**config.mk**
```make
export PLATFORM = sky130hd
export DESIGN_NAME = bqbe_fifo
export DESIGN_NICKNAME = d
export VERILOG_FILES = /design/src/rtl/core/bqbe_pkg.sv /design/src/rtl/core/bqbe_fifo.sv
export SDC_FILE = /design/constraint.sdc
export NUM_CORES = 1
export LEC_CHECK = 0
export ABC_CLOCK_PERIOD_IN_PS = 65300
export BUFFER_PORTS_ARGS = -buffer_cell sky130_fd_sc_hd__buf_2
export CAP_MARGIN = 20
export CORE_AREA = 4 4 553 555
export CTS_CLUSTER_SIZE = 16
export DETAILED_ROUTE_END_ITERATION = 6
export DIE_AREA = 0 0 557 559
export GPL_ROUTABILITY_DRIVEN = 0
export PLACE_DENSITY = 0.46
export SYNTH_ARGS = -nofsm -noshare
export SYNTH_HDL_FRONTEND = slang
export SYNTH_SLANG_ARGS = --single-unit
```
**constraint.sdc**
```tcl
create_clock -name clk -period 65.3 [get_ports clk]
set_clock_uncertainty 0.2 [all_clocks]
set_input_delay 19.59 -clock clk [delete_from_list [all_inputs] [get_ports clk]]
set_output_delay 19.59 -clock clk [all_outputs]
set_load 0.05 [all_outputs]
```
**src/rtl/core/bqbe_pkg.sv**
```systemverilog
package bqbe_pkg;

  localparam int FRACTION_BITS = 16;
  localparam int FX_W          = 32;
  localparam int PAR_W         = 17;
  localparam int ACC_W         = FX_W + 4;
  localparam int DIV_W         = FX_W + FRACTION_BITS;
  localparam int DIV_CNT_W     = $clog2(DIV_W + 1);
  localparam int IN_W          = 296;
  localparam int OUT_W         = 288;
  localparam int USER_W        = 3;

  typedef logic signed [FX_W-1:0]   fx_t;
  typedef logic signed [ACC_W-1:0]  acc_t;
  typedef logic signed [2*FX_W-1:0] wide_t;

  localparam fx_t   FX_MAX  = {1'b0, {(FX_W-1){1'b1}}};
  localparam fx_t   FX_MIN  = {1'b1, {(FX_W-1){1'b0}}};
  localparam fx_t   FX_ONE  = fx_t'(64'sd1 << FRACTION_BITS);
  localparam wide_t FX_HALF = wide_t'(64'sd1 << (FRACTION_BITS - 1));

  // Sequencer landmarks of the back end
  localparam logic [5:0] STEP_JAC_FIRST = 6'd4;
  localparam logic [5:0] STEP_JAC_LAST  = 6'd19;
  localparam logic [5:0] STEP_DET       = 6'd21;
  localparam logic [5:0] STEP_LAST      = 6'd38;
  localparam logic [2:0] DIV_LAST_INV   = 3'd3;
  localparam logic [2:0] DIV_LAST       = 3'd6;
  localparam logic [3:0] SUB_LAST       = 4'd8;
  localparam logic [1:0] NODE_LAST      = 2'd3;

  typedef enum logic [2:0] {
    ST_IDLE,
    ST_MUL,
    ST_DIV,
    ST_NODE,
    ST_DONE
  } back_state_t;

  typedef struct packed {
    fx_t [3:0] x;
    fx_t [3:0] y;
    fx_t       r;
    fx_t       s;
    fx_t       omr;
    fx_t       oms;
    fx_t [3:0] dr;
    fx_t [3:0] ds;
    fx_t       xrs;
    fx_t       yrs;
  } item_t;

  typedef struct packed {
    fx_t [3:0] nval;
    fx_t [3:0] ddx;
    fx_t [3:0] ddy;
    fx_t [3:0] dxx;
    fx_t [3:0] dyy;
    fx_t [3:0] dxy;
    fx_t [3:0] jac;
    fx_t [3:0] inv;
    fx_t       det;
    logic      degen;
  } res_t;

  typedef struct packed {
    logic start;
    fx_t  num;
    fx_t  den;
  } div_req_t;

  typedef struct packed {
    logic done;
    fx_t  quo;
  } div_rsp_t;

  function automatic fx_t sat_w(wide_t v);
    if (v > wide_t'(FX_MAX)) return FX_MAX;
    if (v < wide_t'(FX_MIN)) return FX_MIN;
    return fx_t'(v);
  endfunction

  // Exact product, round half up, saturate
  function automatic fx_t fmul(fx_t a, fx_t b);
    wide_t p;
    p = wide_t'(a) * wide_t'(b) + FX_HALF;
    return sat_w(p >>> FRACTION_BITS);
  endfunction

  function automatic fx_t neg_sat(fx_t a);
    return (a == FX_MIN) ? FX_MAX : -a;
  endfunction

endpackage

```
**src/rtl/core/bqbe_fifo.sv**
```systemverilog
module bqbe_fifo import bqbe_pkg::*; (
  input  logic  clk,
  input  logic  rst,
  input  logic  push,
  input  item_t push_item,
  output logic  full,
  input  logic  pop,
  output item_t pop_item,
  output logic  not_empty
);

  item_t      slot [2];
  logic       wr_ptr, rd_ptr;
  logic [1:0] count;

  assign full      = (count == 2'd2);
  assign not_empty = (count != 2'd0);
  assign pop_item  = slot[rd_ptr];

  always_ff @(posedge clk) begin
    if (push) slot[wr_ptr] <= push_item;
  end

  always_ff @(posedge clk) begin
    if (rst) begin
      wr_ptr <= 1'b0;
      rd_ptr <= 1'b0;
      count  <= 2'd0;
    end else begin
      if (push) wr_ptr <= !wr_ptr;
      if (pop)  rd_ptr <= !rd_ptr;
      count <= count + 2'(push) - 2'(pop);
    end
  end

  a_no_overflow: assert property (@(posedge clk) disable iff (rst) push |-> !full)
    else $error("queue written while full");

endmodule

```
==> run metrics <==
fmax 0.03940 GHz; Mapped Area 51210 um^2; Port Buf Inserts roughly 1400; post-cts hold buffer count 0; Avg Inst Size Synth 23.16 um^2; Reg power frac 45.7%; worst hold path type reg2reg; # clock sinks 1413; Post-route DRC 0; Final period util 38.87%; WL/cell approximately 25 um; sequential share of the synthesized area a little over 80%; die area 311400 um^2; Max-Slew Margin vs Limit between 10% and 20%; unrepaired setup endpoints after global routing false; P_leak about 24 nW; synth top area cells edfxtp_1 (83%), mux2_2 (15%), buf_6 (1.4%); Async SR Flop Fraction 0%; layout cells sized above 1 61.48%; predominant post-synthesis flop cell edfxtp_1; first-pass GRT wire length 255200 um; largest net degree at the start of global routing 155; total core area 301500 um^2; hold_ws 323.5 ps; Hold Vio Cnt, Final 0; H-tree depth 4; # fillers 31619; clk_lat worst skew 780 ps; synthesized flop and latch total 1413; critical path type reg2out; Multi-input gate area 8049 um^2; CP dominant cell by count buf_4; clock network power share 37.5%; crit-path cells buf_4 > buf_12 > buf_4 > buf_4 > mux2_2 > buf_2; switching share of power 29.15%; CP max-delay cell buf_4; Setup violations, final 0; initial antenna violation count 195; Detailed Place HPWL 152500 um; Finished Cell Area 68140 um^2; top-area cell type share of the netlist area 82.57%; largest stage delay on the critical path 830 ps; IO Pins 1414; total iterations of the first detailed-routing run 5; Max-Cap Viols 0; crit path max fanout 127; R2R setup slack 60430 ps; Final min period 25380 ps; NetSw slightly below 0.0007 W; TritonCTS clock tree done; Routed Antenna Nets 0; Clock Tree Buf Depth 4; most frequent cell after synthesis edfxtp_1; Die W 557 um; kind of start point of the critical path flip-flop; post-synthesis cell type with the largest combined area edfxtp_1; CP arrival 5590 ps; EDFF count, synth 1408; worst slew pin tran 1329 ps; DR vias/cell 3.548; maximum VDD drop 0.00002042 V; Power Dens Cells 34.47 nW/um^2; detailed-route via count 28090; Inserted Clock Buffers 168; Tot Pwr 0.002349 W; internal power roughly 0.0017 W; Initial Util 16.98%; All-Layer GR Usage 11.89%; number of global-route vias before repair 28550; Root Driver clkbuf_16; layout overhead on the synthesized area 33.07%; Worst setup EP type output pin; Inst Count DP 7552; number of gates resized after CTS 0; Synth cell types 14; row count 202; Routed WL around 200000 um; Sequential Area 42380 um^2; Post-Syn Nets 2921; combinational share of power 16.8%; Reg clk slew, reported paths 50 ps; Ys Warns 0; Final Max Tran Viols 0; setup TNS 0 ps; die height 559 um; Mapped Cells 2211; dpl cell area 62810 um^2; status completed; initial DRC count 1917; Setup Buffers After CTS 0; CP Data Required Time roughly 46000 ps; total gr overflow 0; Nets roughly 4500; fin cells 7917; synth cell count leaders edfxtp_1 (1408), mux2_2 (704), buf_6 (62)
==> critical path, delay by kind of cell (launching register included) <==
kind,cells,cell delay (ps)
DFF,1,790
muxes,1,420
buffers and inverters,5,3000
==> registers in the layout, summed over array words and instances (netlist names), named ones only <==
signal and count:
slot 1408, rd_ptr 1, count 2, wr_ptr 1
==> cells by family (layout without fill, tap and decap cells) <==
family	after synthesis	in the layout	share of synthesized area, %
and+or+nand+nor	9	9	0.09042
DFF	1413	1413	82.76
adders and majority gates	2	2	0.04886
xor gates and xnor gates	3	3	0.07819
other	0	68	0
buffers and inverters	80	1740	1.539
muxes	704	704	15.48
==> cell usage in the layout, fill, tap and decap left out, drive strengths merged <==
cell type,count
buf,1441
edfxtp,1408
mux2,704
clkbuf,209
diode,68
clkinv,66
clkinvlp,11
inv,7
bufinv,6
dfxtp,5
nor2,4
nor2b,3
xnor2,2
ha,2
or2,1
and2,1
xnor3,1
==> routing by layer <==
layer | GRT usage (%) | routed length (um) | part of all wire (%) | up-vias
met3 | 7.005 | 28330 | 14 | 487
met2 | 19.80 | 91640 | 47 | 1454
met1 | 12.79 | 68990 | 35 | 13940
met4 | 3.087 | 5537 | 2.8 | 154
met5 | 0 | 979 | 0.50 | -
li1 | - | - | - | 12055
==> through the flow <==
stage                     utilization, %  worst slack (ps)
after floorplan                        -             13480
after global placement             20.82             40920
after detailed placement           20.83             40720
after CTS                          22.54             39820
after global routing               22.58             39630
final                              22.60             39920
==> area by class of cell <==
cell class | instances | share of cell area (%)
Antenna cell | 68 | 0.2497
Sequential cell | 1413 | 62.20
Clock buffer | 209 | 6.458
Clock inverter | 88 | 1.124
Multi-Input combinational cell | 718 | 11.81
Tap cell | 3978 | 7.304
Timing Repair Buffer | 1441 | 10.84
Inverter | 2 | 0.01102
==> path summary, 6_finish.rpt <==
path,start,to,cells after the start
worst max-delay path,flip-flop,pop_item[500],6
worst max register to register,wr_ptr,slot[1][552],5
worst min-delay path,rd_ptr,flip-flop,2
worst min register to register,rd_ptr,flip-flop,2
==> power groups by stage <==
stage / Clock, W / Combinational, W / Sequential [W]
6_report: 0.000881 / 0.000395 / 0.00107
4_1_cts: 0.000917 / 0.000403 / 0.00107
2_1_floorplan: 0 / 0.000276 / 0.00114
3_3_place_gp: 0 / 0.000400 / 0.00109
3_5_place_dp: 0 / 0.000402 / 0.00109
5_1_grt: 0.000955 / 0.000413 / 0.00108
Power figures use the tool's default switching activity.
