## src/rtl/core/bqbe_pkg.sv

```systemverilog
package bqbe_pkg;

  localparam int FRACTION_BITS = 16;
  localparam int FX_W          = 32;
  localparam int PAR_W         = 17;
  localparam int ACC_W         = FX_W + 4;
  localparam int DIV_W         = FX_W + FRACTION_BITS;
  localparam int DIV_CNT_W     = $clog2(DIV_W + 1);
  localparam int IN_W          = 296;
  localparam int OUT_W         = 288;
  localparam int USER_W        = 3;

  typedef logic signed [FX_W-1:0]   fx_t;
  typedef logic signed [ACC_W-1:0]  acc_t;
  typedef logic signed [2*FX_W-1:0] wide_t;

  localparam fx_t   FX_MAX  = {1'b0, {(FX_W-1){1'b1}}};
  localparam fx_t   FX_MIN  = {1'b1, {(FX_W-1){1'b0}}};
  localparam fx_t   FX_ONE  = fx_t'(64'sd1 << FRACTION_BITS);
  localparam wide_t FX_HALF = wide_t'(64'sd1 << (FRACTION_BITS - 1));

  // Sequencer landmarks of the back end
  localparam logic [5:0] STEP_JAC_FIRST = 6'd4;
  localparam logic [5:0] STEP_JAC_LAST  = 6'd19;
  localparam logic [5:0] STEP_DET       = 6'd21;
  localparam logic [5:0] STEP_LAST      = 6'd38;
  localparam logic [2:0] DIV_LAST_INV   = 3'd3;
  localparam logic [2:0] DIV_LAST       = 3'd6;
  localparam logic [3:0] SUB_LAST       = 4'd8;
  localparam logic [1:0] NODE_LAST      = 2'd3;

  typedef enum logic [2:0] {
    ST_IDLE,
    ST_MUL,
    ST_DIV,
    ST_NODE,
    ST_DONE
  } back_state_t;

  typedef struct packed {
    fx_t [3:0] x;
    fx_t [3:0] y;
    fx_t       r;
    fx_t       s;
    fx_t       omr;
    fx_t       oms;
    fx_t [3:0] dr;
    fx_t [3:0] ds;
    fx_t       xrs;
    fx_t       yrs;
  } item_t;

  typedef struct packed {
    fx_t [3:0] nval;
    fx_t [3:0] ddx;
    fx_t [3:0] ddy;
    fx_t [3:0] dxx;
    fx_t [3:0] dyy;
    fx_t [3:0] dxy;
    fx_t [3:0] jac;
    fx_t [3:0] inv;
    fx_t       det;
    logic      degen;
  } res_t;

  typedef struct packed {
    logic start;
    fx_t  num;
    fx_t  den;
  } div_req_t;

  typedef struct packed {
    logic done;
    fx_t  quo;
  } div_rsp_t;

  function automatic fx_t sat_w(wide_t v);
    if (v > wide_t'(FX_MAX)) return FX_MAX;
    if (v < wide_t'(FX_MIN)) return FX_MIN;
    return fx_t'(v);
  endfunction

  // Exact product, round half up, saturate
  function automatic fx_t fmul(fx_t a, fx_t b);
    wide_t p;
    p = wide_t'(a) * wide_t'(b) + FX_HALF;
    return sat_w(p >>> FRACTION_BITS);
  endfunction

  function automatic fx_t neg_sat(fx_t a);
    return (a == FX_MIN) ? FX_MAX : -a;
  endfunction

endpackage

```

## src/rtl/core/bqbe_front.sv

```systemverilog
module bqbe_front import bqbe_pkg::*; (
  input  logic            s_tvalid,
  output logic            s_tready,
  // node_x0..3, node_y0..3 (32 each), point_r (17), point_s (17), zero pad
  input  logic [IN_W-1:0] s_tdata,
  input  logic            q_full,
  output logic            q_push,
  output item_t           q_item
);

  logic [PAR_W-1:0] r_raw, s_raw;
  fx_t              r_fx, s_fx, r_c, s_c;

  assign s_tready = !q_full;
  assign q_push   = s_tvalid && !q_full;

  always_comb begin
    r_raw = s_tdata[8*FX_W +: PAR_W];
    s_raw = s_tdata[8*FX_W+PAR_W +: PAR_W];
    r_fx  = fx_t'(r_raw);
    s_fx  = fx_t'(s_raw);
    // clamp the parametric point into [0,1]
    r_c   = (r_fx > FX_ONE) ? FX_ONE : r_fx;
    s_c   = (s_fx > FX_ONE) ? FX_ONE : s_fx;
    for (int i = 0; i < 4; i++) begin
      q_item.x[i] = s_tdata[FX_W*i +: FX_W];
      q_item.y[i] = s_tdata[FX_W*(4+i) +: FX_W];
    end
    q_item.r   = r_c;
    q_item.s   = s_c;
    q_item.omr = FX_ONE - r_c;
    q_item.oms = FX_ONE - s_c;
    q_item.dr[0] = s_c - FX_ONE;
    q_item.dr[1] = FX_ONE - s_c;
    q_item.dr[2] = s_c;
    q_item.dr[3] = -s_c;
    q_item.ds[0] = r_c - FX_ONE;
    q_item.ds[1] = -r_c;
    q_item.ds[2] = r_c;
    q_item.ds[3] = FX_ONE - r_c;
    q_item.xrs = sat_w(wide_t'(q_item.x[0]) - wide_t'(q_item.x[1])
                     + wide_t'(q_item.x[2]) - wide_t'(q_item.x[3]));
    q_item.yrs = sat_w(wide_t'(q_item.y[0]) - wide_t'(q_item.y[1])
                     + wide_t'(q_item.y[2]) - wide_t'(q_item.y[3]));
  end

endmodule

```

## config.mk

```make
export PLATFORM = sky130hd
export DESIGN_NAME = bqbe_front
export DESIGN_NICKNAME = d
export VERILOG_FILES = /design/src/rtl/core/bqbe_pkg.sv /design/src/rtl/core/bqbe_front.sv
export SDC_FILE = /design/constraint.sdc
export NUM_CORES = 1
export LEC_CHECK = 0
export BUFFER_PORTS_ARGS = -buffer_cell sky130_fd_sc_hd__buf_4
export CORE_AREA = 4 4 386 388
export DETAILED_ROUTE_END_ITERATION = 6
export DIE_AREA = 0 0 390 392
export PLACE_DENSITY = 0.3
export SETUP_SLACK_MARGIN = 0.3
export SLEW_MARGIN = 0
export SYNTH_ARGS = -nofsm -noshare
export SYNTH_HDL_FRONTEND = slang
export SYNTH_SLANG_ARGS = --single-unit
```

## constraint.sdc

```tcl
create_clock -name vclk -period 12.25
set_input_delay 2.45 -clock vclk [all_inputs]
set_output_delay 2.45 -clock vclk [all_outputs]
set_load 0.01 [all_outputs]
```

==> results of run 1 <==
==> layer usage <==
layer | global-route usage | vias up | share of wire
li1 | - | 5787 | -
met1 | 0.0963 | 5773 | 0.38
met4 | 0.0114 | 0 | 0.018
met2 | 0.171 | 600 | 0.54
met5 | 0 | - | 0
met3 | 0.0166 | 68 | 0.063
==> worst min-delay path by stage <==
stage | start | end | slack (ns) | cells after the start
3_3_place_gp | s_tdata[158] | q_item[478] | 5.09 | 2
3_5_place_dp | s_tdata[255] | q_item[575] | 5.09 | 2
5_1_grt | s_tdata[158] | q_item[478] | 5.10 | 2
4_1_cts | s_tdata[158] | q_item[478] | 5.09 | 2
2_1_floorplan | q_full | s_tready | 4.94 | 1
6_report | s_tdata[158] | q_item[478] | 5.09 | 2
==> layout make-up <==
| class | instances | share of cell area |
|---|---|---|
| inverters | 272 | 0.0556 |
| well taps | 1917 | 0.131 |
| diodes | 4 | 0.000545 |
| multi-input cells | 1017 | 0.452 |
| repair buffers | 882 | 0.361 |
==> Yosys cell counts (all sizes together) (2+ instances only) <==
cell type	instances	share of area
o21ai	111	0.046
o41ai	6	0.0071
o21bai	7	0.0040
o31ai	4	0.0033
nor2	58	0.017
or3	10	0.0051
and2	11	0.0053
and3	3	0.0014
or4	17	0.0097
or3b	2	0.0013
a221oi	2	0.0018
or2	3	0.0014
nor2b	33	0.016
nor4	6	0.0033
nand4b	9	0.0060
o211ai	7	0.0040
fa	130	0.20
nor3	24	0.0095
a211oi	10	0.0061
o211a	3	0.0023
nand3b	9	0.0051
nor3b	3	0.0017
xor2	42	0.030
a21o	11	0.0063
a21boi	2	0.0011
o22ai	2	0.00095
ha	72	0.068
xnor2	40	0.027
inv	272	0.077
nand4	18	0.0085
nand2	86	0.025
a21oi	81	0.033
a22oi	3	0.0017
nand2b	11	0.0052
o31a	3	0.0020
clkbuf	29	0.0084
o21a	12	0.0068
nand3	20	0.0080
a211o	2	0.0014
a31oi	9	0.0054
buf	558	0.32
==> kinds of logic (layout without fill, tap and decap cells) <==
| logic type | after synthesis | count (layout) | share of synthesized area |
|---|---|---|---|
| buf+inv | 859 | 1154 | 0.404 |
| simple gates | 326 | 326 | 0.131 |
| compound gates | 286 | 286 | 0.141 |
| fa+ha+maj | 202 | 202 | 0.266 |
| xor+xnor | 82 | 82 | 0.0562 |
| other cells | 1 | 124 | 0.000284 |
| mux | 1 | 1 | 0.000854 |
==> per-stage QoR <==
step	cell area, um2	worst slack (ns)	utilization	hold slack, ns
3_3_place_gp	18300	1.99	0.126	5.09
5_1_grt	18300	1.66	0.126	5.10
2_1_floorplan	13600	3.58	-	4.94
4_1_cts	18300	1.93	0.126	5.09
6_report	18400	1.99	0.126	5.09
3_5_place_dp	18300	1.95	0.126	5.09
==> report_power, final <==
| part | internal [W] | leakage, nW | switching [W] | total, W |
|---|---|---|---|---|
| registers | 0 | 0 | 0 | 0 |
| logic | 0.000974 | 8.96 | 0.00147 | 0.00244 |
| clock network | 0.0000000000353 | 0.0000254 | 0 | 0.0000000000354 |
==> cells in the final DEF, fill, tap and decap left out, drive strengths merged, types with 33 or more instances in the layout <==
master,synthesis,final
ha,72,72
nand2,86,86
nor2,58,58
inv,272,272
o21ai,111,111
xor2,42,42
conb,1,120
buf,558,882
fa,130,130
a21oi,81,81
xnor2,40,40
nor2b,33,33
==> qor.yml, run 1 <==
outcome: "finished clean"
cts_resized: 0
cp-endpoint: "q_item[2]"
ys_warn_count: 0
vdd_drop_max_mv: 0.0537
avgSynthCellArea_um2: 7.51
cp_slowest_cell: "o31ai_4"
antenna_left: 0
dieArea_um2: 153000
core_um2: 145000
fin_nets: 2673
tns_ns: 0
setup-violations-final: 0
critPathKind: "primary input to output pin"
grt_pass1_vias: 12559
crit_required_ns: 9.80
firstDrtPassIters: 5
worstPathArrival_ns: 7.81
postCtsHoldBufs: 0
cap_violations: 0
cpPeakStageDelay_ns: 0.84
avgViaCountPerCell: 2.99
tightest_slew_ns: 0.966
grt_first_pass_wirelength_um: 95300
clkbuf_count: 0
report.final.slew_viol_count: 0
die_y_um: 392
post_cts_buffers: 0
first_iter_violations: 408
port_buffers: 878
hpwl_um: 68000
cp-startpoint: "s_tdata[133]"
via_count: 12228
syn_area_um2: 13200
power_w: 0.00244
register_area_um2: 0
setup.worst_path.start_class: "primary input"
antenna_found_initial: 25
drive_gt1_frac: 0.428
end_kind: "output pin"
path_depth: 16
finalHoldViolations: 0
synth_cell_types: 83
cp_max_fo: 19
drc: 0
hold_path.class: "primary input to output pin"
max_freq_mhz: 97.5
yosysSeqAreaShare: 0
relSlewSlack: 0.356
fillers: 16964
period_minus_slack_ns: 10.26
grt_max_degree: 36
path_delay_family: "compound AO/OA/AOI/OAI gates"
synthToLayoutAreaGrowth_pct: 39.2
place_inst: 4088
multi_input_area_um2: 8300
die_w_um: 390
num_io_pins: 1004
finalCritPeriodShare: 0.838
globalRouteOverflowTotal: 0
globalplace.congestion: 0.792
grt_usage: 0.0862
crit_chain: "buf_4 > inv_1 > fa_1 > inv_1 > fa_1 > ha_1 > a21oi_1 > o21ai_1 > a22o_1 > or4_1 > a21oi_2 > o41ai_2 > xor2_2 > o31ai_4 > o21ai_0 > buf_4"
rsz0062_at_grt: "no"
placement_rows: 140
syn-instance-count: 1757
worst-path-buf-inv: 4
initial_core_util: 0.0907
leakage_nw: 8.96
wire_per_inst_um: 17.7
wirelength_um: 72400
power_density_nw_per_um2: 133
nFlopsAndLatches: 0
fin_cells: 4092
(Power assumes the default switching activity.)
==> inputs of run 2 (changes only) <==
- clock period: 12.25 -> 10.75 ns (I/O delays scaled with it)
==> qor.yml, run 2 (synthesis gave the netlist of run 1 again) <==
cp_max_fo: 29  # +10
final_cell_mix: "buf_4 (883), inv_1 (272), fa_1 (130), conb_1 (120)"
tightest_slew_ns: 1.04  # +0.0710 ns
nFlopsAndLatches: 0  # unchanged
worst-path-buf-inv: 4  # unchanged
postLayoutCellArea_um2: 18400  # about the same
finalCritPeriodShare: 0.855
tns_ns: 0  # unchanged
first_iter_violations: 379  # -7.1%
hpwl_um: 67800  # -0.27%
num_io_pins: 1004  # unchanged
wirelength_um: 72100  # -0.42%
dp_slack_ns: 1.46  # -0.482 ns
finalHoldViolations: 0  # unchanged
crit_required_ns: 8.60  # -1.20 ns
cts_resized: 0  # unchanged
grt_usage: 0.0858  # -0.000425
antenna_found_initial: 24  # -4.0%
wire_per_inst_um: 17.6  # -0.40%
setup.worst_path.start_class: "primary input"
drc: 0  # unchanged
cap_violations: 0  # unchanged
vdd_drop_max_mv: 0.0738  # +38%
rsz0062_at_grt: "no"
final_common_cell: "buf_4"
die_y_um: 392  # unchanged
postCtsHoldBufs: 0  # unchanged
max_freq_mhz: 109
fin_nets: 2674  # +0.037%
port_buffers: 878  # unchanged
hold_path.class: "primary input to output pin"
min_to: "q_item[667]"
grt_first_pass_wirelength_um: 94700  # -0.67%
placement_rows: 140  # unchanged
initial_core_util: 0.0907  # unchanged
leakage_nw: 8.96  # about the same
globalplace.congestion: 0.783  # -1.1%
relSlewSlack: 0.307  # -0.0488
place_area_um2: 18400  # about the same
worstPathArrival_ns: 7.04  # -0.77 ns
holdPathStages: 2  # unchanged
cpPeakStageDelay_ns: 0.89  # +0.05 ns
drive_gt1_frac: 0.428  # about the same
post_cts_buffers: 0  # unchanged
power_density_nw_per_um2: 152  # +14%
hold-worst-slack_ns: 4.49  # -0.599 ns
min-delay-start: "s_tdata[91]"
period_minus_slack_ns: 9.19
critPathKind: "primary input to output pin"
dieArea_um2: 153000  # unchanged
core_um2: 145000  # unchanged
crit_chain: "buf_4 > inv_1 > fa_1 > fa_1 > inv_1 > ha_1 > a21o_1 > a21oi_1 > a211oi_1 > or3b_1 > a21oi_1 > nand3b_1 > o311ai_1 > o21a_1 > o21ai_0 > buf_4"
outcome: "finished clean"
cp-startpoint: "s_tdata[3]"
power_w: 0.00278  # +14%
path_delay_family: "compound AO/OA/AOI/OAI gates"
synthToLayoutAreaGrowth_pct: 39.2  # about the same
firstDrtPassIters: 5  # unchanged
grt_pass1_vias: 12558  # -0.0080%
report.final.slew_viol_count: 0  # unchanged
fin_ws_ns: 1.56  # -0.429 ns
clkbuf_count: 0  # unchanged
setup-violations-final: 0  # unchanged
globalRouteOverflowTotal: 0  # unchanged
antenna_left: 0  # unchanged
avgViaCountPerCell: 3.01  # +0.64%
end_kind: "output pin"
via_count: 12303  # +0.61%
cp_slowest_cell: "o21a_1"
register_area_um2: 0  # unchanged
grt_max_degree: 36  # unchanged
die_w_um: 390  # unchanged
==> run 2: changes by cell type in the layout (fill, tap and decap cells not counted) <==
cell     previous run  this run
buf_4             882       883
diode_2             4         2
==> run 2: metal layers <==
metal  GRT usage  share of wire  vias to the layer above
met3      0.0157          0.066                       77
met1      0.0959           0.38                     5805
met4      0.0136          0.021                        0
li1            -              -                     5783
met5           0              0                        -
met2       0.169           0.54                      638
==> run 2: final cells by class <==
cell class / count / area (um2)
Multi-Input combinational cell: 1017 / 8300
Tap cell: 1917 / 2400
Inverter: 272 / 1020
Timing Repair Buffer: 883 / 6630
Antenna cell: 2 / 5.00
Fill cell: 16977 / 127000
==> run 2: metrics by stage <==
stage | utilization | std cells
floorplan | - | 1876
global placement | 0.126 | 4089
detailed placement | 0.126 | 4089
CTS | 0.126 | 4089
global route | 0.126 | 4090
finish | 0.126 | 4091
==> run 2: how the worst max path moves through the flow <==
| stage | end | depth (start not counted) |
|---|---|---|
| finish | q_item[41] | 16 |
| global route | q_item[48] | 16 |
| CTS | q_item[55] | 16 |
| detailed placement | q_item[2] | 18 |
| global placement | q_item[2] | 18 |
| floorplan | q_item[56] | 19 |
==> run 2: power breakdown <==
group / switching [W] / internal (W)
sequential: 0 / 0
combinational: 0.00167 / 0.00111
clock: 0 / 0.0000000000250
total: 0.00167 / 0.00111
