**src/rtl/core/bqbe_pkg.sv**
```systemverilog
package bqbe_pkg;

  localparam int FRACTION_BITS = 16;
  localparam int FX_W          = 32;
  localparam int PAR_W         = 17;
  localparam int ACC_W         = FX_W + 4;
  localparam int DIV_W         = FX_W + FRACTION_BITS;
  localparam int DIV_CNT_W     = $clog2(DIV_W + 1);
  localparam int IN_W          = 296;
  localparam int OUT_W         = 288;
  localparam int USER_W        = 3;

  typedef logic signed [FX_W-1:0]   fx_t;
  typedef logic signed [ACC_W-1:0]  acc_t;
  typedef logic signed [2*FX_W-1:0] wide_t;

  localparam fx_t   FX_MAX  = {1'b0, {(FX_W-1){1'b1}}};
  localparam fx_t   FX_MIN  = {1'b1, {(FX_W-1){1'b0}}};
  localparam fx_t   FX_ONE  = fx_t'(64'sd1 << FRACTION_BITS);
  localparam wide_t FX_HALF = wide_t'(64'sd1 << (FRACTION_BITS - 1));

  // Sequencer landmarks of the back end
  localparam logic [5:0] STEP_JAC_FIRST = 6'd4;
  localparam logic [5:0] STEP_JAC_LAST  = 6'd19;
  localparam logic [5:0] STEP_DET       = 6'd21;
  localparam logic [5:0] STEP_LAST      = 6'd38;
  localparam logic [2:0] DIV_LAST_INV   = 3'd3;
  localparam logic [2:0] DIV_LAST       = 3'd6;
  localparam logic [3:0] SUB_LAST       = 4'd8;
  localparam logic [1:0] NODE_LAST      = 2'd3;

  typedef enum logic [2:0] {
    ST_IDLE,
    ST_MUL,
    ST_DIV,
    ST_NODE,
    ST_DONE
  } back_state_t;

  typedef struct packed {
    fx_t [3:0] x;
    fx_t [3:0] y;
    fx_t       r;
    fx_t       s;
    fx_t       omr;
    fx_t       oms;
    fx_t [3:0] dr;
    fx_t [3:0] ds;
    fx_t       xrs;
    fx_t       yrs;
  } item_t;

  typedef struct packed {
    fx_t [3:0] nval;
    fx_t [3:0] ddx;
    fx_t [3:0] ddy;
    fx_t [3:0] dxx;
    fx_t [3:0] dyy;
    fx_t [3:0] dxy;
    fx_t [3:0] jac;
    fx_t [3:0] inv;
    fx_t       det;
    logic      degen;
  } res_t;

  typedef struct packed {
    logic start;
    fx_t  num;
    fx_t  den;
  } div_req_t;

  typedef struct packed {
    logic done;
    fx_t  quo;
  } div_rsp_t;

  function automatic fx_t sat_w(wide_t v);
    if (v > wide_t'(FX_MAX)) return FX_MAX;
    if (v < wide_t'(FX_MIN)) return FX_MIN;
    return fx_t'(v);
  endfunction

  // Exact product, round half up, saturate
  function automatic fx_t fmul(fx_t a, fx_t b);
    wide_t p;
    p = wide_t'(a) * wide_t'(b) + FX_HALF;
    return sat_w(p >>> FRACTION_BITS);
  endfunction

  function automatic fx_t neg_sat(fx_t a);
    return (a == FX_MIN) ? FX_MAX : -a;
  endfunction

endpackage

```
**src/rtl/core/bqbe_div.sv**
```systemverilog
module bqbe_div import bqbe_pkg::*; (
  input  logic     clk,
  input  logic     rst,
  input  div_req_t req,
  output div_rsp_t rsp
);

  logic                 busy, fin, neg;
  logic [DIV_CNT_W-1:0] cnt;
  logic [FX_W-1:0]      rem, dsr, num_mag, den_mag;
  logic [DIV_W-1:0]     dvd;
  logic [FX_W:0]        trial;

  always_comb begin
    num_mag = req.num[FX_W-1] ? FX_W'(-req.num) : FX_W'(req.num);
    den_mag = req.den[FX_W-1] ? FX_W'(-req.den) : FX_W'(req.den);
    trial   = {rem, dvd[DIV_W-1]};
  end

  // restoring division on magnitudes, one quotient bit a cycle
  always_ff @(posedge clk) begin
    if (rst) begin
      busy     <= 1'b0;
      fin      <= 1'b0;
      rsp.done <= 1'b0;
    end else begin
      rsp.done <= 1'b0;
      if (req.start) begin
        if (req.den == '0) begin
          rsp.done <= 1'b1;
          rsp.quo  <= '0;
        end else begin
          dvd  <= DIV_W'(num_mag) << FRACTION_BITS;
          dsr  <= den_mag;
          rem  <= '0;
          cnt  <= DIV_CNT_W'(DIV_W);
          neg  <= req.num[FX_W-1] ^ req.den[FX_W-1];
          busy <= 1'b1;
        end
      end else if (busy) begin
        if (trial >= {1'b0, dsr}) begin
          rem <= FX_W'(trial - {1'b0, dsr});
          dvd <= {dvd[DIV_W-2:0], 1'b1};
        end else begin
          rem <= FX_W'(trial);
          dvd <= {dvd[DIV_W-2:0], 1'b0};
        end
        cnt <= cnt - 1'b1;
        if (cnt == DIV_CNT_W'(1)) begin
          busy <= 1'b0;
          fin  <= 1'b1;
        end
      end else if (fin) begin
        fin      <= 1'b0;
        rsp.done <= 1'b1;
        // apply sign, saturate to 32 bits
        if (neg) begin
          rsp.quo <= (dvd[DIV_W-1:FX_W-1] != '0) ? FX_MIN
                                                 : fx_t'(~{1'b0, dvd[FX_W-2:0]} + 1'b1);
        end else begin
          rsp.quo <= (dvd[DIV_W-1:FX_W-1] != '0) ? FX_MAX : fx_t'({1'b0, dvd[FX_W-2:0]});
        end
      end
    end
  end

  a_start_idle: assert property (@(posedge clk) disable iff (rst)
    req.start |-> (!busy && !fin))
    else $error("divider started while busy");

  a_done_pulse: assert property (@(posedge clk) disable iff (rst)
    rsp.done |=> !rsp.done)
    else $error("divider done held longer than one cycle");

endmodule

```
**config.mk**
```make
export PLATFORM = sky130hd
export DESIGN_NAME = bqbe_div
export DESIGN_NICKNAME = d
export VERILOG_FILES = /design/src/rtl/core/bqbe_pkg.sv /design/src/rtl/core/bqbe_div.sv
export SDC_FILE = /design/constraint.sdc
export NUM_CORES = 1
export LEC_CHECK = 0
export ABC_AREA = 1
export BUFFER_PORTS_ARGS = -buffer_cell sky130_fd_sc_hd__buf_2
export CORE_UTILIZATION = 62
export DETAILED_ROUTE_END_ITERATION = 16
export PLACE_DENSITY = 0.82
export SLEW_MARGIN = 20
export SYNTH_ARGS = -nofsm -noshare
export SYNTH_HDL_FRONTEND = slang
export SYNTH_SLANG_ARGS = --single-unit
export TNS_END_PERCENT = 5
```
**constraint.sdc**
```tcl
create_clock -name clk -period 15.1 [get_ports clk]
set_input_delay 1.51 -clock clk [delete_from_list [all_inputs] [get_ports clk]]
set_output_delay 1.51 -clock clk [all_outputs]
set_load 0.1 [all_outputs]
```
==> results of run 1 <==
## routing by layer
| metal | global-route usage [%] | up-vias | routed length, um |
|---|---|---|---|
| met1 | 44.2 | 5022 | 13600 |
| met2 | 48.3 | 492 | 13100 |
| met3 | 4.31 | 63 | 2250 |
| met5 | 0 | - | 13 |
| li1 | - | 5540 | - |
| met4 | 11.4 | 2 | 679 |
## worst max path at each step
stage                     startpoint  slack, ns       to  cells past startpoint
final                         req[1]      11.08  rsp[10]                     11
after global routing          req[0]      10.88  rsp[21]                     11
after CTS                     req[1]      11.06   rsp[5]                     11
after detailed placement      req[1]      10.61  rsp[10]                     11
after global placement        req[1]      10.76  rsp[13]                     11
after floorplan               req[0]       8.72   cnt[0]                     11
## flip-flops by register name, indices dropped and copies added, names as in the netlist
name / cells
fin: 1
rsp: 33
dsr: 32
busy: 1
dvd: 48
rem: 32
neg: 1
cnt: 6
## cell families (layout without fill, tap and decap cells)
logic type / Yosys count / count (layout) / share of synthesized area [%]
AO/OA/AOI/OAI: 131 / 131 / 6.16
XOR/XNOR: 61 / 61 / 4.48
adder cells (fa/ha/maj): 38 / 38 / 4.05
buffers and inverters: 307 / 402 / 10.4
flip-flops: 154 / 154 / 38.6
AND/OR/NAND/NOR: 990 / 990 / 36.3
## stage by stage
stage / area [um^2] / utilization, %
final: 13100 / 69.6
after global placement: 12500 / 66.7
after global routing: 13100 / 69.6
after detailed placement: 12500 / 66.7
after CTS: 13100 / 69.6
after floorplan: 11900 / -
## worst max-delay path, cell delays in order
cell and delay (ns):
buf_2 0.10, inv_1 0.10, ha_1 0.15, inv_1 0.05, nor3_2 0.29, inv_1 0.11, nor2_1 0.18, nand2_1 0.11
nor2_1 0.36, nand2_1 0.23, a21oi_4 0.85
## placed cells by master (no fill, tap or decap), types with 5 or more instances in the layout
master / synthesis / final
a31oi_1: 6 / 6
nand3b_1: 21 / 21
a21oi_1: 40 / 39
and2_1: 6 / 6
o31ai_1: 5 / 5
ha_1: 37 / 37
nand2_2: 15 / 15
buf_2: 3 / 99
nand4_1: 32 / 32
xnor2_1: 13 / 13
nor2_2: 9 / 9
nand2_1: 476 / 476
nor2_4: 4 / 5
nand3_2: 12 / 12
nor2_1: 270 / 269
edfxtp_1: 151 / 151
nor4_1: 6 / 6
nor3_1: 24 / 23
o21ai_1: 6 / 6
nand3_1: 100 / 100
inv_1: 265 / 264
or2_2: 5 / 5
o21ai_0: 54 / 54
xor2_1: 48 / 48
clkbuf_16: 0 / 17
## power by group
part	switching (W)	leakage (nW)	internal [W]
clock network	0.000172	0.256	0.000225
logic	0.000214	4.55	0.000104
registers	0.0000179	1.51	0.000506
## area by class of cell
| cell class | count | area, um^2 |
|---|---|---|
| Fill cell | 1586 | 5710 |
| Clock inverter | 10 | 95.1 |
| Inverter | 269 | 1010 |
| Sequential cell | 154 | 4590 |
| Multi-Input combinational cell | 1220 | 6100 |
| Tap cell | 234 | 293 |
| Clock buffer | 20 | 437 |
| Timing Repair Buffer | 103 | 529 |
==> run metrics, run 1 <==
Post-synth top cells nand2_1 (476), nor2_1 (270), inv_1 (265), edfxtp_1 (151), nand3_1 (100); Starting Density 63.5%; Hold Worst Slack 0.561 ns; via count 11119; post-DP HPWL 22.2 mm; number of global-route vias before repair 10038; Seq cells post-synth 154; clock buffer count from CTS 17; top-count cell post-synth nand2_1; total global routing overflow 0; Leak 6.32 nW; flop-to-flop setup slack 11.81 ns; Hold Path Sink dvd[43]; final worst-path cycle share 26.6%; Finished Layout Cells 2010; peak supply drop 0.0838 mV; first-pass GRT wire length 48.3 mm; dpl cells 1980; Hold Fails Final Rpt 0; hold depth 2; largest net degree at the start of global routing 87; CTS tree yes; worst hold start dvd[42]; actual slew at the worst max-slew pin 1.02 ns; hold buffer count at cts 0; crit start category input port; Worst Hold Class reg2reg; Nets 1870; Max-Cap Viols 0; worst reg2reg startpoint dvd[40]; Mapped Area 11900 um^2; Worst-Skew Late Latency 0.44 ns; die area 19800 um^2; RSZ-0062 raised after global routing false; initial antenna violation count 1; Post-synth EDFFs 151; Area Overhead vs Synth 9.61%; Fmax achieved 0.249 GHz; power per cell area 94.9 nW/um^2; WP data arrival 4.07 ns; CP required 15.16 ns; vias per std cell 5.53; Core Rows 50; outcome finished, final reports clean; CTS max path bufs 2; antenna viol nets, final 0; sequential share of the synthesized area 38.6%; WL final 29.7 mm; post-CTS sizing 0; die width 141 um; synth warn 0; Worst Setup Slack, final 11.08 ns; DRC Markers 0; drt wl/cell 14.8 um; ys async rst share 0%; CTS clk-pin slew, worst paths 0.06 ns; H-tree levels 4; capture point of the worst reg-to-reg path rsp[23]; root buf cell clkbuf_16; total power 0.00124 W; Initial DRT Pass Iterations 7; Main synth FF type edfxtp_1; worst clock skew 0.00907 ns; Ports 100; Core Area 18800 um^2; setup TNS 0 ns; area leader, netlist edfxtp_1; all-layer global routing usage 31.0%; Synth top area share 38.1%; Register-to-Register Path Depth 9; PortBufs 99; Rel. slew slack 31.9%; Synth area leaders edfxtp_1 (38%), nand2_1 (15%), nor2_1 (8.5%), inv_1 (8.3%), nand3_1 (4.2%); Finish-stage setup viols 0; DR iter-0 viols 1180; post-CTS setup buffers 0; DP Worst Slack 10.61 ns; share of cells above drive strength 1 11.0%; Pins Over Slew Limit 0; CP Class in2reg; minimum clock period 4.02 ns; Worst setup EP type flop; Chip Height 141 um; routability cong. 0.998; Mapped Nets 1786; Synth cell types 50; Avg Inst Size Synth 7.09 um^2; Gate Count Post-Synth 1681; # clock sinks 154; n_diodes 0; critical-path maximum fanout 32
Note: power is estimated with default switching activity, not from simulation.
==> run 2: changes to the inputs <==
==> constraint.sdc (replaced) <==
create_clock -name clk -period 3.8 [get_ports clk]
set_input_delay 0.38 -clock clk [delete_from_list [all_inputs] [get_ports clk]]
set_output_delay 0.38 -clock clk [all_outputs]
set_load 0.1 [all_outputs]
==> run 2 against run 1 <==
Against the previous run: register-to-register slack worse by 11 ns; wire length is 1.2% higher; setup slack lost 9.9 ns; total power grew to 3.9 times the previous value; critical endpoint is now rem[19].
==> run metrics, run 2 (synthesized netlist as in run 1, its figures left out) <==
H-tree levels 4 (unchanged); DR iter-0 viols 1146 (was 1180); Worst-Skew Late Latency 0.44 ns (about the same); Core Area 18800 um^2 (unchanged); Initial DRT Pass Iterations 10 (was 7); hold buffer count at cts 0 (unchanged); area of the multi-input gates 6100 um^2 (unchanged); post-layout util 69.7% (was 69.6%); post-CTS setup buffers 0 (unchanged); Finish-stage setup viols 0 (unchanged); Worst Hold Class in2reg (was reg2reg); worst clock skew 0.0104 ns (was 0.00907 ns); Nets 1875 (was 1870); Regs by FF count dvd (48), rsp (33) (unchanged); vias per std cell 5.51 (was 5.53); power per cell area 373 nW/um^2 (was 94.9 nW/um^2); Hold Fails Final Rpt 0 (unchanged); Rel. slew slack 38.1% (was 31.9%); Area Overhead vs Synth 9.83% (was 9.61%); post-CTS sizing 0 (unchanged); Register Area 4590 um^2 (unchanged); crit start category flop (was input port); dpl cells 1985 (was 1980); initial antenna violation count 1 (unchanged); final worst-path cycle share 69.3%; most common cell after layout, fill and taps aside nand2_1 (unchanged); total global routing overflow 0 (unchanged); Starting Density 63.5% (unchanged); Finished Layout Cells 2016 (was 2010); PortBufs 99 (unchanged); outcome finished, final reports clean (unchanged); die width 141 um (unchanged); all-layer global routing usage 31.1% (was 31.0%); CP Class reg2reg (was in2reg); Chip Height 141 um (unchanged); commonest non-fill, non-tap cells in the layout nand2_1 (476), nor2_1 (269), inv_1 (264) (unchanged); Hold Worst Slack 0.145 ns (was 0.561 ns); Fmax achieved 0.379 GHz; clock buffer count from CTS 17 (unchanged); # clock sinks 154 (unchanged); critical-path maximum fanout 18 (was 32); largest register by flop count dvd (unchanged); number of global-route vias before repair 10092 (was 10038); actual slew at the worst max-slew pin 0.926 ns (was 1.02 ns); Ports 100 (unchanged); Filler Cell Count 1602 (was 1586); Core Rows 50 (unchanged); antenna viol nets, final 0 (unchanged); root buf cell clkbuf_16 (unchanged); first-pass GRT wire length 48.7 mm (was 48.3 mm); peak supply drop 0.308 mV (was 0.0838 mV); DRC Markers 0 (unchanged); Leak 6.32 nW (about the same); CTS max path bufs 2 (unchanged); minimum clock period 2.64 ns; share of cells above drive strength 1 11.2% (was 11.0%); die area 19800 um^2 (unchanged); drt wl/cell 14.9 um (was 14.8 um); CP required 3.99 ns (was 15.16 ns); Worst setup EP type flop (unchanged); CTS tree yes (unchanged); Max-Cap Viols 0 (unchanged); WL final 30.0 mm (was 29.7 mm); max reg flops 48 (unchanged); WP data arrival 2.82 ns (was 4.07 ns); post-DP HPWL 22.6 mm (was 22.2 mm); CTS clk-pin slew, worst paths 0.06 ns (about the same); via count 11118 (was 11119); largest net degree at the start of global routing 55 (was 87); Pins Over Slew Limit 0 (unchanged); RSZ-0062 raised after global routing false (unchanged); routability cong. 0.984 (was 0.998)
==> run 2: cell count changes in the layout (fill, tap and decap cells not counted) <==
cell / before / now
buf_12: 0 / 1
buf_6: 1 / 0
clkinv_1: 2 / 4
clkinvlp_4: 2 / 5
diode_2: 0 / 1
buf_4: 3 / 8
bufinv_16: 1 / 0
clkinv_2: 4 / 2
clkbuf_1: 3 / 2
clkinv_4: 2 / 1
==> run 2: path summary, 6_finish.rpt <==
check	startpoint	cells past startpoint	to	slack [ns]
worst max-delay path	dsr[22]	12	rem[19]	1.16
worst min-delay path	req[0]	1	dsr[0]	0.15
worst max register to register	dsr[22]	12	rem[19]	1.16
worst min register to register	busy	2	fin	0.56
==> run 2: per-stage QoR <==
step           cell area, um^2  setup WS [ns]  total power [W]  setup TNS (ns)
4_1_cts                  13100           1.17          0.00486               0
5_1_grt                  13100          0.947          0.00511               0
3_3_place_gp             12600          0.886          0.00333               0
2_1_floorplan            11900         -0.121          0.00304           -3.98
6_report                 13100           1.16          0.00488               0
3_5_place_dp             12600          0.800          0.00336               0
==> run 2: critical path, stage by stage, from the launching register on <==
cell and delay (ns):
edfxtp_1 0.38, inv_1 0.11, ha_1 0.29, nand2_1 0.12, nand2_1 0.07, a21oi_2 0.17
nand2_1 0.12, nand2_2 0.09, nand3_2 0.10, nor2_4 0.45, nand2_4 0.25, nor2_1 0.19
nor2_2 0.05
==> run 2: layout make-up <==
type	instances	share of cell area, %
clock buffers	19	3.31
well taps	234	2.24
clock inverters	11	0.583
repair buffers	108	4.40
multi-input cells	1220	46.6
inverters	269	7.72
flip-flops and latches	154	35.1
diodes	1	0.0191
==> run 2: where the power goes <==
part	switching, W	internal (W)
logic	0.000856	0.000419
registers	0.0000710	0.00201
clock network	0.000698	0.000824
==> run 2: layer usage <==
| layer | part of all wire, % | global-route usage, % |
|---|---|---|
| met5 | 0 | 0 |
| met4 | 1.8 | 9.44 |
| met3 | 7.6 | 4.38 |
| met2 | 46 | 49.8 |
| met1 | 45 | 43.8 |
